### config.mk
export PLATFORM = sky130hd
export DESIGN_NAME = thumb_instruction_decoder
export DESIGN_NICKNAME = d
export VERILOG_FILES = /design/src/sv/tid_pkg.sv /design/src/sv/tid_decode.sv /design/src/sv/thumb_instruction_decoder.sv
export VERILOG_INCLUDE_DIRS = /design/src /design/src/sv
export SDC_FILE = /design/constraint.sdc
export NUM_CORES = 1
export LEC_CHECK = 0
export ABC_AREA = 1
export BUFFER_PORTS_ARGS = -buffer_cell sky130_fd_sc_hd__buf_4
export CORE_ASPECT_RATIO = 0.5
export CORE_UTILIZATION = 42
export CTS_BUF_LIST = sky130_fd_sc_hd__clkbuf_16
export CTS_CLUSTER_SIZE = 14
export DETAILED_ROUTE_END_ITERATION = 12
export PLACE_DENSITY = 0.63
export SYNTH_ARGS = -nofsm -noshare
export SYNTH_HDL_FRONTEND = slang
export SYNTH_SLANG_ARGS = --single-unit
### constraint.sdc
create_clock -name clock -period 10.9 [get_ports clock]
set_input_delay 0 -clock clock [delete_from_list [all_inputs] [get_ports clock]]
set_output_delay 0 -clock clock [all_outputs]
set_load 0.02 [all_outputs]
### src/sv/thumb_instruction_decoder_assert.svh
// assertion macros for the thumb decoder rtl
`ifndef THUMB_INSTRUCTION_DECODER_ASSERT_SVH
`define THUMB_INSTRUCTION_DECODER_ASSERT_SVH

// same-cycle implication, checked outside reset
`define TID_ASSERT_IMPLY(label, clk, rst, ante, cons, msg) \
   label: assert property (@(posedge clk) disable iff (rst) (ante) |-> (cons)) \
      else $error(msg);

// next-cycle implication, checked outside reset
`define TID_ASSERT_NEXT(label, clk, rst, ante, cons, msg) \
   label: assert property (@(posedge clk) disable iff (rst) (ante) |=> (cons)) \
      else $error(msg);

`endif

### src/sv/tid_pkg.sv
// types and operation codes of the thumb instruction decoder
`default_nettype none

package tid_pkg;

   localparam logic [5:0] OP_BL    = 6'd0;
   localparam logic [5:0] OP_B     = 6'd1;
   localparam logic [5:0] OP_SWI   = 6'd2;
   localparam logic [5:0] OP_BCOND = 6'd3;
   localparam logic [5:0] OP_LDMIA = 6'd4;
   localparam logic [5:0] OP_STMIA = 6'd5;
   localparam logic [5:0] OP_POP   = 6'd6;
   localparam logic [5:0] OP_PUSH  = 6'd7;
   localparam logic [5:0] OP_SUB   = 6'd8;
   localparam logic [5:0] OP_ADD   = 6'd9;
   localparam logic [5:0] OP_ADR   = 6'd10;
   localparam logic [5:0] OP_LDR   = 6'd11;
   localparam logic [5:0] OP_STR   = 6'd12;
   localparam logic [5:0] OP_LDRH  = 6'd13;
   localparam logic [5:0] OP_STRH  = 6'd14;
   localparam logic [5:0] OP_AND   = 6'd15;
   localparam logic [5:0] OP_EOR   = 6'd16;
   localparam logic [5:0] OP_LSL   = 6'd17;
   localparam logic [5:0] OP_LSR   = 6'd18;
   localparam logic [5:0] OP_ASR   = 6'd19;
   localparam logic [5:0] OP_ADC   = 6'd20;
   localparam logic [5:0] OP_SBC   = 6'd21;
   localparam logic [5:0] OP_ROR   = 6'd22;
   localparam logic [5:0] OP_TST   = 6'd23;
   localparam logic [5:0] OP_NEG   = 6'd24;
   localparam logic [5:0] OP_CMP   = 6'd25;
   localparam logic [5:0] OP_CMN   = 6'd26;
   localparam logic [5:0] OP_ORR   = 6'd27;
   localparam logic [5:0] OP_MUL   = 6'd28;
   localparam logic [5:0] OP_BIC   = 6'd29;
   localparam logic [5:0] OP_MVN   = 6'd30;
   localparam logic [5:0] OP_MOV   = 6'd31;
   localparam logic [5:0] OP_BX    = 6'd32;
   localparam logic [5:0] OP_LDRB  = 6'd33;
   localparam logic [5:0] OP_STRB  = 6'd34;
   localparam logic [5:0] OP_LDSB  = 6'd35;
   localparam logic [5:0] OP_LDSH  = 6'd36;

   localparam logic [3:0]  REG_SP    = 4'd13;
   localparam logic [3:0]  REG_PC    = 4'd15;
   localparam logic [31:0] WORD_MASK = 32'hFFFF_FFFC;

   typedef struct packed {
      logic [15:0] instr;
      logic [31:0] pc_value;
      logic [15:0] next_half;
   } tid_req_type;

   typedef struct packed {
      logic [5:0]  mnemonic;
      logic [3:0]  dest_reg;
      logic [3:0]  src_reg;
      logic [2:0]  third_reg;
      logic [9:0]  immediate;
      logic        imm_form;
      logic [3:0]  cond;
      logic [7:0]  reg_list;
      logic        extra_reg;
      logic [31:0] target;
   } tid_rsp_type;

   // how the target is built: base (pc+2, word aligned for literals) plus two offsets
   typedef struct packed {
      logic        has_tgt;
      logic        lit;
      logic [31:0] off_hi;
      logic [31:0] off_lo;
   } tid_tgt_type;

endpackage

`default_nettype wire

### src/sv/tid_decode.sv
// field decode of one thumb halfword, target offsets left for the adders
`default_nettype none

module tid_decode (
   input  wire logic [15:0]         instr,
   input  wire logic [15:0]         next_half,
   output tid_pkg::tid_rsp_type     fields,
   output tid_pkg::tid_tgt_type     tgt
);

   logic [2:0] r0;
   logic [2:0] r3;
   logic [2:0] r6;
   logic [2:0] r8;
   logic [4:0] imm5;
   logic [7:0] imm8;

   assign r0   = instr[2:0];
   assign r3   = instr[5:3];
   assign r6   = instr[8:6];
   assign r8   = instr[10:8];
   assign imm5 = instr[10:6];
   assign imm8 = instr[7:0];

   always_comb begin
      fields = '0;
      tgt    = '0;
      unique case (instr[15:12]) inside
         4'hF: begin
            fields.mnemonic = tid_pkg::OP_BL;
            tgt.has_tgt     = 1'b1;
            tgt.off_hi      = {{9{instr[10]}}, instr[10:0], 12'b0};
            tgt.off_lo      = {20'b0, next_half[10:0], 1'b0};
         end
         4'hE: begin
            fields.mnemonic = tid_pkg::OP_B;
            tgt.has_tgt     = 1'b1;
            tgt.off_hi      = {{20{instr[10]}}, instr[10:0], 1'b0};
         end
         4'hD: begin
            if (instr[11:8] == 4'hF) begin
               fields.mnemonic  = tid_pkg::OP_SWI;
               fields.immediate = {2'b0, imm8};
               fields.imm_form  = 1'b1;
            end else begin
               fields.mnemonic = tid_pkg::OP_BCOND;
               fields.cond     = instr[11:8];
               tgt.has_tgt     = 1'b1;
               tgt.off_hi      = {{23{instr[7]}}, imm8, 1'b0};
            end
         end
         4'hC: begin
            fields.mnemonic = instr[11] ? tid_pkg::OP_LDMIA : tid_pkg::OP_STMIA;
            fields.dest_reg = {1'b0, r8};
            fields.reg_list = imm8;
         end
         4'hB: begin
            if (instr[10]) begin
               fields.mnemonic  = instr[11] ? tid_pkg::OP_POP : tid_pkg::OP_PUSH;
               fields.dest_reg  = tid_pkg::REG_SP;
               fields.reg_list  = imm8;
               fields.extra_reg = instr[8];
            end else begin
               fields.mnemonic  = instr[7] ? tid_pkg::OP_SUB : tid_pkg::OP_ADD;
               fields.dest_reg  = tid_pkg::REG_SP;
               fields.src_reg   = tid_pkg::REG_SP;
               fields.immediate = {1'b0, instr[6:0], 2'b0};
               fields.imm_form  = 1'b1;
            end
         end
         4'hA: begin
            fields.mnemonic  = tid_pkg::OP_ADR;
            fields.dest_reg  = {1'b0, r8};
            fields.src_reg   = instr[11] ? tid_pkg::REG_SP : tid_pkg::REG_PC;
            fields.immediate = {imm8, 2'b0};
            fields.imm_form  = 1'b1;
         end
         4'h9: begin
            fields.mnemonic  = instr[11] ? tid_pkg::OP_LDR : tid_pkg::OP_STR;
            fields.dest_reg  = {1'b0, r8};
            fields.src_reg   = tid_pkg::REG_SP;
            fields.immediate = {imm8, 2'b0};
            fields.imm_form  = 1'b1;
         end
         4'h8: begin
            fields.mnemonic  = instr[11] ? tid_pkg::OP_LDRH : tid_pkg::OP_STRH;
            fields.dest_reg  = {1'b0, r0};
            fields.src_reg   = {1'b0, r3};
            fields.immediate = {4'b0, imm5, 1'b0};
            fields.imm_form  = 1'b1;
         end
         4'h6, 4'h7: begin
            if (instr[12]) begin
               fields.mnemonic  = instr[11] ? tid_pkg::OP_LDRB : tid_pkg::OP_STRB;
               fields.immediate = {5'b0, imm5};
            end else begin
               fields.mnemonic  = instr[11] ? tid_pkg::OP_LDR : tid_pkg::OP_STR;
               fields.immediate = {3'b0, imm5, 2'b0};
            end
            fields.dest_reg = {1'b0, r0};
            fields.src_reg  = {1'b0, r3};
            fields.imm_form = 1'b1;
         end
         4'h5: begin
            if (instr[9]) begin
               unique case (instr[11:10])
                  2'd0:    fields.mnemonic = tid_pkg::OP_STRH;
                  2'd1:    fields.mnemonic = tid_pkg::OP_LDSB;
                  2'd2:    fields.mnemonic = tid_pkg::OP_LDRH;
                  default: fields.mnemonic = tid_pkg::OP_LDSH;
               endcase
            end else if (instr[10]) begin
               fields.mnemonic = instr[11] ? tid_pkg::OP_LDRB : tid_pkg::OP_STRB;
            end else begin
               fields.mnemonic = instr[11] ? tid_pkg::OP_LDR : tid_pkg::OP_STR;
            end
            fields.dest_reg  = {1'b0, r0};
            fields.src_reg   = {1'b0, r3};
            fields.third_reg = r6;
         end
         4'h4: begin
            if (instr[11]) begin
               // pc-relative literal load
               fields.mnemonic  = tid_pkg::OP_LDR;
               fields.dest_reg  = {1'b0, r8};
               fields.src_reg   = tid_pkg::REG_PC;
               fields.immediate = {imm8, 2'b0};
               fields.imm_form  = 1'b1;
               tgt.has_tgt      = 1'b1;
               tgt.lit          = 1'b1;
               tgt.off_lo       = {22'b0, imm8, 2'b0};
            end else if (instr[10]) begin
               // high register operations, bx leaves the destination clear
               fields.src_reg = instr[6:3];
               unique case (instr[9:8])
                  2'd0: begin
                     fields.mnemonic = tid_pkg::OP_ADD;
                     fields.dest_reg = {instr[7], r0};
                  end
                  2'd1: begin
                     fields.mnemonic = tid_pkg::OP_CMP;
                     fields.dest_reg = {instr[7], r0};
                  end
                  2'd2: begin
                     fields.mnemonic = tid_pkg::OP_MOV;
                     fields.dest_reg = {instr[7], r0};
                  end
                  default: fields.mnemonic = tid_pkg::OP_BX;
               endcase
            end else begin
               fields.dest_reg = {1'b0, r0};
               fields.src_reg  = {1'b0, r3};
               unique case (instr[9:6])
                  4'h0:    fields.mnemonic = tid_pkg::OP_AND;
                  4'h1:    fields.mnemonic = tid_pkg::OP_EOR;
                  4'h2:    fields.mnemonic = tid_pkg::OP_LSL;
                  4'h3:    fields.mnemonic = tid_pkg::OP_LSR;
                  4'h4:    fields.mnemonic = tid_pkg::OP_ASR;
                  4'h5:    fields.mnemonic = tid_pkg::OP_ADC;
                  4'h6:    fields.mnemonic = tid_pkg::OP_SBC;
                  4'h7:    fields.mnemonic = tid_pkg::OP_ROR;
                  4'h8:    fields.mnemonic = tid_pkg::OP_TST;
                  4'h9:    fields.mnemonic = tid_pkg::OP_NEG;
                  4'hA:    fields.mnemonic = tid_pkg::OP_CMP;
                  4'hB:    fields.mnemonic = tid_pkg::OP_CMN;
                  4'hC:    fields.mnemonic = tid_pkg::OP_ORR;
                  4'hD:    fields.mnemonic = tid_pkg::OP_MUL;
                  4'hE:    fields.mnemonic = tid_pkg::OP_BIC;
                  default: fields.mnemonic = tid_pkg::OP_MVN;
               endcase
            end
         end
         4'h2, 4'h3: begin
            fields.dest_reg  = {1'b0, r8};
            fields.immediate = {2'b0, imm8};
            fields.imm_form  = 1'b1;
            unique case (instr[12:11])
               2'd0: fields.mnemonic = tid_pkg::OP_MOV;
               2'd1: begin
                  fields.mnemonic = tid_pkg::OP_CMP;
                  fields.src_reg  = {1'b0, r8};
               end
               2'd2: begin
                  fields.mnemonic = tid_pkg::OP_ADD;
                  fields.src_reg  = {1'b0, r8};
               end
               default: begin
                  fields.mnemonic = tid_pkg::OP_SUB;
                  fields.src_reg  = {1'b0, r8};
               end
            endcase
         end
         default: begin
            // shifts by immediate, and three-operand add and subtract
            fields.dest_reg = {1'b0, r0};
            fields.src_reg  = {1'b0, r3};
            unique case (instr[12:11])
               2'd0: begin
                  fields.mnemonic  = tid_pkg::OP_LSL;
                  fields.immediate = {5'b0, imm5};
                  fields.imm_form  = 1'b1;
               end
               2'd1: begin
                  fields.mnemonic  = tid_pkg::OP_LSR;
                  fields.immediate = {5'b0, imm5};
                  fields.imm_form  = 1'b1;
               end
               2'd2: begin
                  fields.mnemonic  = tid_pkg::OP_ASR;
                  fields.immediate = {5'b0, imm5};
                  fields.imm_form  = 1'b1;
               end
               default: begin
                  fields.mnemonic = instr[9] ? tid_pkg::OP_SUB : tid_pkg::OP_ADD;
                  if (instr[10]) begin
                     fields.immediate = {7'b0, r6};
                     fields.imm_form  = 1'b1;
                  end else begin
                     fields.third_reg = r6;
                  end
               end
            endcase
         end
      endcase
   end

endmodule

`default_nettype wire

### src/sv/thumb_instruction_decoder.sv
// thumb instruction decoder: four-stage pipeline from halfword to decoded fields
//
// req_ carries one halfword, its pc (instruction address plus two) and the
// following halfword; rsp_ returns one decoded item for every request, in order.
// A transfer happens on a rising clock edge with valid high and stall low.
// A transferred request passes through an input register, field decode with
// pc+2, base plus high offset and base plus low offset into the output
// register, which drives rsp_valid. The two 32-bit adds of the target set the
// stage split. Throughput is one item per cycle while rsp_stall is low; every
// stage holds its own valid bit, so a new request is taken while older ones
// are still in flight.
// When rsp_stall is high the output register holds its item and the stages
// behind it keep filling any empty slots; req_stall rises only once every
// stage is occupied, so nothing is dropped or repeated.
// Synchronous reset empties the pipeline; no item is shown until new requests
// arrive. The block has no configuration and no state between items.
`default_nettype none

`include "thumb_instruction_decoder_assert.svh"

module thumb_instruction_decoder (
   input  wire logic                 clock,
   input  wire logic                 reset,
   input  wire logic                 req_valid,
   output      logic                 req_stall,
   input  wire tid_pkg::tid_req_type req_data,
   output      logic                 rsp_valid,
   input  wire logic                 rsp_stall,
   output      tid_pkg::tid_rsp_type rsp_data
);

   // stage a: registered request
   logic                 a_vld_ff, a_vld_in;
   tid_pkg::tid_req_type a_req_ff, a_req_in;
   // stage b: decoded fields, pc+2 and target offsets
   logic                 b_vld_ff, b_vld_in;
   tid_pkg::tid_rsp_type b_fld_ff, b_fld_in;
   tid_pkg::tid_tgt_type b_tgt_ff, b_tgt_in;
   logic [31:0]          b_pc2_ff, b_pc2_in;
   // stage c: partial target sum
   logic                 c_vld_ff, c_vld_in;
   tid_pkg::tid_rsp_type c_fld_ff, c_fld_in;
   logic [31:0]          c_sum_ff, c_sum_in;
   logic [31:0]          c_off_ff, c_off_in;
   logic                 c_has_ff, c_has_in;
   // stage d: output register
   logic                 d_vld_ff, d_vld_in;
   tid_pkg::tid_rsp_type d_rsp_ff, d_rsp_in;

   logic a_rdy, b_rdy, c_rdy, d_rdy;
   tid_pkg::tid_rsp_type dec_fld;
   tid_pkg::tid_tgt_type dec_tgt;
   logic [31:0]          b_base;

   assign d_rdy = !d_vld_ff || !rsp_stall;
   assign c_rdy = !c_vld_ff || d_rdy;
   assign b_rdy = !b_vld_ff || c_rdy;
   assign a_rdy = !a_vld_ff || b_rdy;

   assign req_stall = !a_rdy;
   assign rsp_valid = d_vld_ff;
   assign rsp_data  = d_rsp_ff;

   tid_decode u_decode (
      .instr     (a_req_ff.instr),
      .next_half (a_req_ff.next_half),
      .fields    (dec_fld),
      .tgt       (dec_tgt)
   );

   // literal loads use the word-aligned pc, branches the plain pc+2
   assign b_base = b_tgt_ff.lit ? (b_pc2_ff & tid_pkg::WORD_MASK) : b_pc2_ff;

   always_comb begin
      a_vld_in = a_vld_ff;
      a_req_in = a_req_ff;
      if (a_rdy) begin
         a_vld_in = req_valid;
         a_req_in = req_data;
      end

      b_vld_in = b_vld_ff;
      b_fld_in = b_fld_ff;
      b_tgt_in = b_tgt_ff;
      b_pc2_in = b_pc2_ff;
      if (b_rdy) begin
         b_vld_in = a_vld_ff;
         b_fld_in = dec_fld;
         b_tgt_in = dec_tgt;
         b_pc2_in = a_req_ff.pc_value + 32'd2;
      end

      c_vld_in = c_vld_ff;
      c_fld_in = c_fld_ff;
      c_sum_in = c_sum_ff;
      c_off_in = c_off_ff;
      c_has_in = c_has_ff;
      if (c_rdy) begin
         c_vld_in = b_vld_ff;
         c_fld_in = b_fld_ff;
         c_sum_in = b_base + b_tgt_ff.off_hi;
         c_off_in = b_tgt_ff.off_lo;
         c_has_in = b_tgt_ff.has_tgt;
      end

      d_vld_in = d_vld_ff;
      d_rsp_in = d_rsp_ff;
      if (d_rdy) begin
         d_vld_in        = c_vld_ff;
         d_rsp_in        = c_fld_ff;
         d_rsp_in.target = c_has_ff ? (c_sum_ff + c_off_ff) : 32'd0;
      end
   end

   always_ff @(posedge clock) begin
      if (reset) begin
         a_vld_ff <= 1'b0;
         b_vld_ff <= 1'b0;
         c_vld_ff <= 1'b0;
         d_vld_ff <= 1'b0;
      end else begin
         a_vld_ff <= a_vld_in;
         b_vld_ff <= b_vld_in;
         c_vld_ff <= c_vld_in;
         d_vld_ff <= d_vld_in;
      end
   end

   always_ff @(posedge clock) begin
      a_req_ff <= a_req_in;
      b_fld_ff <= b_fld_in;
      b_tgt_ff <= b_tgt_in;
      b_pc2_ff <= b_pc2_in;
      c_fld_ff <= c_fld_in;
      c_sum_ff <= c_sum_in;
      c_off_ff <= c_off_in;
      c_has_ff <= c_has_in;
      d_rsp_ff <= d_rsp_in;
   end

   // only branches and literal loads carry a target
   `TID_ASSERT_IMPLY(a_target_owner, clock, reset,
      rsp_valid && (rsp_data.target != 32'd0),
      (rsp_data.mnemonic == tid_pkg::OP_BL) || (rsp_data.mnemonic == tid_pkg::OP_B) ||
      (rsp_data.mnemonic == tid_pkg::OP_BCOND) || (rsp_data.mnemonic == tid_pkg::OP_LDR),
      "target set on an operation without one")

   // an immediate operand never comes with an offset register
   `TID_ASSERT_IMPLY(a_imm_no_reg, clock, reset,
      rsp_valid && rsp_data.imm_form, rsp_data.third_reg == 3'd0,
      "immediate form with an offset register")

   // with no stall downstream a transferred request reaches the output register
   `TID_ASSERT_NEXT(a_latency, clock, reset,
      (req_valid && !req_stall) ##1 !rsp_stall ##1 !rsp_stall ##1 !rsp_stall,
      rsp_valid, "request did not reach the output register in time")

endmodule

`default_nettype wire

; Yosys cells after proc, flatten, opt, wreduce, memory -nomap -nowiden
; Memory sizes are Yosys's and may differ from the RTL's. A register that Yosys moved wholly into a read port is not among the register bits.
; Index checks and enable logic that the tools add are counted.
[totals]
reg_bits = 381
mem_bits_ro = 80
wordCells = 141
memories = 1
[memory_table]
columns = name, words, width, read_ports, rd_clocked_by_memory_dff, write_ports, line
row1 = (name not given), 16, 5, 1, 1, 0, tid_decode.sv:153  ; unique case (instr[9:6])
[op_classes]
addsub = 3
eq_ne = 21
muxes = 46
bitwise_logic = 1
n_reduce_logical = 26
[op_table]
columns = operator, count
row1 = $pmux 32 s3, 1
row2 = $pmux 11 s8, 1
row3 = $pmux 6 s12, 1
row4 = $add 32x32->32, 2
row5 = $pmux 6 s3, 3
row6 = $eq 4x4->1 const B, 9
row7 = $add 32x2->32 const B, 1
row8 = $mux 32, 1
row9 = $mux 10, 3
row10 = $mux 14, 2
row11 = $pmux 12 s2, 1
row12 = $pmux 4 s6, 1
row13 = $mux 11, 2
row14 = $mux 6, 3
row15 = $mux 9, 2
row16 = $eq 4x3->1 const B, 4
row17 = $mux 4, 4
row18 = $pmux 4 s4, 1
row19 = $pmux 8 s2, 1
row20 = $pmux 5 s3, 1
row21 = $reduce_or 13->1, 1
row22 = $mux 3, 4
row23 = $mux 2, 5
row24 = $reduce_or 2->1, 5
row25 = 15 further kinds, 38

; Logic depth before layout (Yosys ltp)
; Gate-level depths: netlist of the first run.
[depth]
word_depth = 6
depth_mapped = 13

; By module
; Synthesis of the first run repeated with hierarchy kept, for this count alone.
[unflattened]
hier_cells = 1911
hier_area_um2 = 19150.9
[modules_own_cells]
columns = module, n_inst, cells_per_inst, area_each_um2, seq_area_each_um2
row1 = thumb_instruction_decoder, 1, 1472, 16889.9, 11551.1
row2 = tid_decode, 1, 439, 2260.9, 0.0

; Worst setup path before layout of the first run
; No wires, ideal clock.
[synth_path]
path_type = register -> register
from = register d_vld_ff (netlist: rsp_valid)
to = register (tool-made name)
arrival_ns = 4.439
required_time_ns = 10.780
slack_ns = 6.341
path_stages_with_launch = 10
n_path_buf = 0
path_cell_list = dfxtp_1 nand3_2 nor2_2 nand2_1 clkinv_2 nand2_1 o21ai_0 ha_1 nand2_1 or2_1
[synth_lines]
columns = item, line
row1 = start: declaration, thumb_instruction_decoder.sv:47  ; logic d_vld_ff, d_vld_in;
row2 = start signal: assignment, thumb_instruction_decoder.sv:125  ; d_vld_ff <= d_vld_in;

; Worst setup path after layout of the first run
[layout_path]
from = register d_vld_ff (netlist: rsp_valid)
to = register b_tgt_ff[2] (netlist name), enable pin
[layout_via]
elab_chain_len = 4
[layout_rtl]
columns = item, line
row1 = $logic_not 1->1, thumb_instruction_decoder.sv:55  ; assign d_rdy = !d_vld_ff || !rsp_stall;
row2 = $logic_or 1x1->1, thumb_instruction_decoder.sv:55
row3 = $logic_or 1x1->1, thumb_instruction_decoder.sv:56  ; assign c_rdy = !c_vld_ff || d_rdy;
row4 = via c_rdy, thumb_instruction_decoder.sv:50  ; logic a_rdy, b_rdy, c_rdy, d_rdy;
row5 = $logic_or 1x1->1, thumb_instruction_decoder.sv:57  ; assign b_rdy = !b_vld_ff || c_rdy;
row6 = via b_rdy, thumb_instruction_decoder.sv:50
row7 = end signal: assignment, thumb_instruction_decoder.sv:132  ; b_tgt_ff <= b_tgt_in;
row8 = end: declaration, thumb_instruction_decoder.sv:38  ; tid_pkg::tid_tgt_type b_tgt_ff, b_tgt_in;
; The timed path passes the listed nets, and every way through them passes these cells.
; A chain may end at the register's enable or synchronous reset.

==> reports/summary.md, run 1 <==
The internal power consumption came out at 2.217 mW. The first routing iteration left 820 violations. Clock skew on the completed layout was measured at 16.46 ps. The analysis attributes to net switching a power of 0.7258 mW. The logs give 27.54 mm for the post-detailed-placement half-perimeter wirelength and 123.7 uV for the worst vdd rail ir drop. STA classifies the critical path startpoint as a flop. Total via count after detailed routing: 11250.

Setup slack closes at 8110 ps. The signed area change from the synthesized netlist to the final layout was 20.17%. The number of antenna violations at the first check in global routing is 0, and the number of warnings printed during yosys synthesis is 0.

STA classifies the critical path endpoint as a flop. The logic gate share of total power was 10.8%; the post-layout net count was 1939. Measured along the y axis, the die boundary spans 140.2 um.

After layout, the worst path uses 25.60% of the clock period. The depth of the worst register-to-register path was 4; the worst-case headroom to the max-slew limit was 40.33%. For the starting density of the core, the log shows 42.80%. The worst path needs 2790 ps of the cycle, external delays included.

In the synthesized netlist, the number of instances is 1588. For this design the static power due to leakage is 8.919 nW. Setup total negative slack on the finished layout was measured at 0 ps. Clock tree synthesis inserted a total of 31 buffers. The synthesized netlist contains 47 unique library cells. First-pass GRT wire length: 58.00 mm.

For the final weighted congestion in routability-driven placement, the log shows 0.9231. Of all nets on the critical path, the largest fanout is 63. Yosys mapped a number of flops with a built-in enable equal to 325.

143 I/O pins were placed. At the pin with the least slew margin, the transition time is 895.0 ps. On the critical path the largest part of the delay comes from buffers and inverters. After synthesis, the share of flip-flops with an asynchronous set or reset is 0%.

The flow ran to the end, and the final reports show no timing, DRC or antenna violations. The first detailed-routing pass ran for 5 iterations. The H-tree depth is 1, and the fraction of synthesized cell area taken by the top area cell type is 60.85%. Traced cell by cell, the critical path runs through nand3_4, nor2_2, inv_4, buf_4. In the synthesized netlist the dominant register cell turns out to be edfxtp_1. The floorplan step defined a core boundary enclosing 37470 sq um. Each instance of the synthesized netlist takes up on average 10.10 sq um. In this run, synthesis produced a sequential element count of 334.

For the worst setup path, the data arrival time is 3010 ps. The tools report the data required time of the critical path as 11120 ps. Leaving out fill and tap cells, the most frequent cells in the layout are nand2_1 (447), edfxtp_1 (325), inv_1 (234). The tools report the root cell of the clock tree as clkbuf_16. The slack of the worst reg-to-reg path is 8110 ps, and the worst path buffer plus inverter count is 2. Entering global routing, the biggest net connects 65 pins. Critical path endpoint: b_tgt_ff[2].

Cells with a size suffix above 1 make up 11.50% of the layout. Buffers added to address setup during post-CTS repair amount to 0. Prior to clock tree synthesis, the placed netlist has a worst setup slack of 8060 ps. The endpoint identified for the worst register-to-register timing path is b_tgt_ff[2]. After synthesis, flip-flops and latches occupy 61.98% of the total area. In the post-synthesis netlist, the biggest area contributors are edfxtp_1 (61%), nand2_1 (11%), inv_1 (5.2%). The tools report the number of global-route vias before repair as 10730. The synthesized design spends more area on one cell type than any other, namely edfxtp_1. The critical path depth in cells works out to 4. The worst reg2reg path startpoint was rsp_valid. The cell at the slowest stage of the critical path was buf_4.

Type of the worst setup path: flop to flop. The first element of the critical path is rsp_valid. After detailed routing, the number of vias per cell comes to 4.832. After detailed routing, the average wire length per cell comes to 16.24 um. The run gives 1715 as the synthesized netlist net count.

TritonCTS built the clock tree. The maximum clock insertion buffer count was 3. The worst hold-check path type is primary input to flop. The full die area was 39020 sq um; the site row count was 50. The run gives 590 ps as the source-to-sink clock delay at the later pin of the worst-skew pair. The largest single stage delay on the critical path is 740 ps. The worst hold slack was 121.5 ps; the clock-pin slew reported for the worst setup and hold paths after clock tree synthesis was 70 ps. Number of antenna-violating nets in the routed design: 0.

After detailed routing, the number of remaining DRC violations is 0. The logs give 0 for the remaining global-route overflow and 0 for the number of hold-slack violations in the final timing report. The clock network burns 36.4% of the power.

For the number of failing setup endpoints in the final timing report, the log shows 0. Setup repair after global routing left no endpoint under its margin. The overall power after layout is 2.943 mW. After detailed placement, the total cell area comes to 17670 sq um. Timing would allow up to 358.4 MHz. Leaving out fill and tap cells, the most frequent cell in the layout is nand2_1.

The total power divided by cell area works out to 152.7 nW/um^2. Input and output buffers added on the ports amount to 137. Register share of total power: 52.9%. The die width is 278.4 um. Once layout is done, the placed cells without fillers occupy 19270 sq um. The run gives 0 as the number of maximum-capacitance violations. The tools report the aggregate global-route resource usage as 19.15%. The cell area that synthesis handed to floorplanning was 16040 sq um. Summed over all layers, the routed wires come to 37.82 mm.

The switching power as a share of total power came out at 24.66%. The run gives 0 as the final number of max-transition violations. The run gives 334 as the number of clock sinks seen by CTS. The number of antenna diodes in the final layout is 0.
sequential cells by signal, indices dropped and copies added (netlist names), named ones only:
register	cells
rsp_data	73
c_sum_ff	32
c_has_ff	1
c_off_ff	11
rsp_valid	1
b_tgt_ff	35
c_vld_ff	1
c_fld_ff	41
b_vld_ff	1
b_pc2_ff	32
a_vld_ff	1
a_req_ff	59
b_fld_ff	41
cell type report:
class                   count  area [sq um]
inverters                 230         867.1
flip-flops and latches    334          9940
well taps                 494         618.1
multi-input cells        1011          5180
clock buffers              31         775.7
fillers                  3328         18200
repair buffers            204          1687
clock inverters            25         206.4
routing by layer:
layer | global-route usage [%] | part of all wire (%) | vias to the layer above
li1 | - | - | 5748
met1 | 27.05 | 47 | 5212
met2 | 31.41 | 46 | 239
met3 | 3.036 | 5.2 | 55
met4 | 3.838 | 1.8 | 0
met5 | 0 | 0 | -
worst register-to-register path: cells and delay by family (launching register included):
kind,cells,cell delay [ps]
buf+inv,2,1280
simple gates,2,740
flops,1,370
cells in the mapped netlist, drive strengths merged, types with 2 or more instances:
cell    instances
a21boi          2
a21oi          58
buf             6
clkbuf          7
clkinv          4
dfxtp           9
edfxtp        325
fa              2
ha             57
inv           226
nand2         451
nand3          81
nand3b          9
nand4          18
nor2          172
nor3           30
o211ai          4
o21ai          56
o21bai          3
o221ai          2
o22ai           4
o311ai          4
o31ai           4
or2             2
xnor2          10
xor2           35
through the flow:
step / cells / utilization (%)
2_1_floorplan: 1588 / -
3_3_place_gp: 2211 / 47.16
3_5_place_dp: 2211 / 47.16
4_1_cts: 2329 / 51.43
5_1_grt: 2329 / 51.43
6_report: 2329 / 51.43
power groups by stage:
| stage | clock network [mW] | logic [mW] | registers, mW |
|---|---|---|---|
| floorplan | 0 | 0.162 | 1.59 |
| global placement | 0 | 0.295 | 1.58 |
| detailed placement | 0 | 0.297 | 1.58 |
| CTS | 1.09 | 0.317 | 1.56 |
| global route | 1.14 | 0.352 | 1.56 |
| finish | 1.07 | 0.317 | 1.56 |
worst min-delay path by stage:
stage / endpoint / slack (ps) / cells past startpoint / from
global route: a_req_ff[48] / 110 / 2 / req_data[48]
detailed placement: a_req_ff[42] / 180 / 1 / req_data[42]
finish: a_req_ff[59] / 120 / 2 / req_data[59]
floorplan: c_vld_ff / 70 / 1 / reset
CTS: a_req_ff[6] / 90 / 2 / req_data[6]
global placement: a_req_ff[47] / 180 / 1 / req_data[47]
repair_timing:
item                                   CTS  global route
hold buffers                            62             0
resized for setup                        0             0
endpoints found under the hold margin   77             0
kinds of logic (layout without fill, tap and decap cells):
group,count (synthesis),count (layout),share of synthesized area (%)
fa+ha+maj,59,59,4.697
xor+xnor,45,45,2.457
flops,334,334,61.98
buf+inv,243,490,5.836
compound gates,141,141,5.102
simple gates,766,766,19.93
Power figures use the tool's default switching activity.
==> inputs of run 2 (changes only) <==
- PLACE_DENSITY: 0.63 -> 0.65
- clock period: 10.9 -> 2.5 ns (I/O delays scaled with it)
==> reports/summary.md, run 2 (synthesis results as in run 1) <==
The run finished with clean final reports. Prior to clock tree synthesis, the placed netlist has a worst setup slack of 237.7 ps. The tools report the root cell of the clock tree as clkbuf_16. The logic gate share of total power is 10.8%. Net switching is 24.35% of the power.

The run gives 0 as the number of hold-slack violations in the final timing report. In the routed layout, each cell is associated on average with a via count of 4.873. Type of the worst setup path: flop to flop.

The worst hold path belongs to the class primary input to flop. The total power divided by cell area was 669.2 nW/um^2; the die boundary height was 140.2 um. STA classifies the critical path startpoint as a flop. The highest fanout seen on the critical path works out to 3. After layout, the design draws a total of 13.07 mW. The net switching power of the design was 3.182 mW.

The final layout contains 1958 nets. The analysis attributes to cell leakage a power of 9.069 nW. The internal portion of the total power is 9.887 mW. In the layout the commonest cells are nand2_1 (447), edfxtp_1 (325), inv_1 (232). At the worst endpoint, the arrival time is 2610 ps.

TritonCTS built the clock tree. The maximum clock insertion buffer count came out at 3. The worst register-to-register path begins at b_pc2_ff[1]. The number of clock buffers added by TritonCTS is 31.

The number of failing setup endpoints in the final timing report was 0. For the least setup slack across all paths after layout, the log shows 223.5 ps. The number of cells on the worst reg-to-reg path is 12. 143 I/O pins were placed. The die width was 278.4 um; the full die area was 39020 sq um.

The run gives 0 as the number of diodes added for antenna fixing. The routed wire length is 38.60 mm, and the remaining global-route overflow is 0. The pin count of the biggest net entering global routing is 87, and the worst-case headroom to the max-slew limit is 54.90%. The site row count was 50; the final period demand of the worst path was 2276 ps.

The routed layout has 11440 vias. Setup repair after global routing left no endpoint under its margin. The data required time of the critical path was 2830 ps; the number of global-route vias before repair was 10980. The cell at the slowest stage of the critical path is fa_1. The worst-case IR drop observed on VDD is 558.4 uV.

The final number of max-transition violations came out at 0. Leaving out fill and tap cells, the most frequent cell in the layout is nand2_1. The clock reaches the later pin of the worst-skew pair after 590 ps. The worst path uses 91.06% of the clock period. Clock power share: 37.3%. The worst hold path was traced through 2 stages. The most critical setup path has its startpoint at b_pc2_ff[1]. The post-detailed-placement half-perimeter wirelength was 28.55 mm; the final weighted congestion in routability-driven placement was 0.9088. The routed length per placed instance was 16.45 um.

Of the cells placed in the final design, the portion with a size suffix greater than 1 is 12.68%. After detailed routing, the number of remaining DRC violations is 0. Across the routed clock network, the largest skew measured is 22.79 ps. For the number of antenna violations at the first check in global routing, the log shows 0. The placed instances occupy a cell area of 17870 sq um.

The summed area of non-filler cells in the final layout is 19530 sq um, and the flip-flop count of the largest register after layout is 73. The detail route stage leaves a number of antenna-violating nets equal to 0. The number of port buffers is 137, and the placeable core region is 37470 sq um. In the final timing run, aggregate negative setup slack is 0 ps.

For the first-pass GRT wire length, the log shows 60.25 mm. The number of clock sinks seen by CTS came out at 334. The H-tree depth is 1. The logs give 0 for the post-CTS setup buffer count and 51.8% for the register share of total power. For this run, the detailed router's first-pass iteration total came to 5.

The transition at the pin with the smallest max-transition slack is 675.8 ps, and the highest cell delay on the worst timing path is 440 ps. The signed area change from the synthesized netlist to the final layout works out to 21.77%. The origin of the worst min-delay path is req_data[51].

The sort of element at the end of the critical path is a flop. The logs give 19.90% for the aggregate global-route resource usage and 42.80% for the starting density of the core. Based on the critical path, the design can be clocked at up to 439.3 MHz.

DRC marker count from the first detailed-route iteration: 772. The critical path goes through inv_1, nor2_1, ha_1, fa_1, nand3_1, nand3_1, nand3_1, nand3_1, nand2_1, nand2_1, nand2_1, nand2_1. After clock tree synthesis, the clock-pin slew on the worst setup and hold paths is 70 ps. The number of maximum-capacitance violations came out at 0.
run 2: path summary, 6_finish.rpt:
path | to | slack, ps
worst min register to register | c_off_ff[3] | 410
worst max-delay path | c_sum_ff[29] | 220
worst min-delay path | a_req_ff[51] | 120
worst max register to register | c_sum_ff[29] | 220
run 2: repair_timing:
action	CTS	global route
resized for setup	0	1
hold buffers	63	0
setup endpoints to repair	0	1
endpoints found under the hold margin	76	0
run 2: final cells by class:
cell class	count	area, sq um
Timing Repair Buffer	223	1882
Tap cell	494	618.1
Sequential cell	334	9943
Multi-Input combinational cell	1011	5190
Inverter	230	868.3
Clock buffer	31	775.7
Clock inverter	24	252.7
Fill cell	3327	17940
run 2: per-layer routing:
metal  track usage (%)  wire, um  vias to the layer above
met3             3.286      2076                       53
li1                  -         -                     5771
met2             32.42     17690                      286
met5                 0         0                        -
met4             4.245       718                        0
met1             28.10     18110                     5328
run 2: power by group through the flow:
stage | clock network (mW) | registers [mW] | logic [mW]
2_1_floorplan | 0 | 6.94 | 0.705
3_3_place_gp | 0 | 6.89 | 1.32
3_5_place_dp | 0 | 6.89 | 1.33
4_1_cts | 4.99 | 6.78 | 1.42
5_1_grt | 5.16 | 6.81 | 1.57
6_report | 4.88 | 6.77 | 1.42
run 2: worst max-delay path, delay by kind of cell, from the launching register on:
| kind | cells | cell delay (ps) |
|---|---|---|
| AND/OR/NAND/NOR | 9 | 950 |
| buffers and inverters | 1 | 60 |
| adder cells (fa/ha/maj) | 2 | 660 |
| flip-flops | 1 | 360 |
run 2: through the flow:
| step | instances | hold WS, ps | utilization [%] |
|---|---|---|---|
| 5_1_grt | 2347 | 116.1 | 52.12 |
| 6_report | 2347 | 121.8 | 52.12 |
| 3_3_place_gp | 2229 | 178.2 | 47.68 |
| 4_1_cts | 2347 | 102.7 | 52.10 |
| 2_1_floorplan | 1588 | 59.36 | - |
| 3_5_place_dp | 2229 | 179.3 | 47.68 |
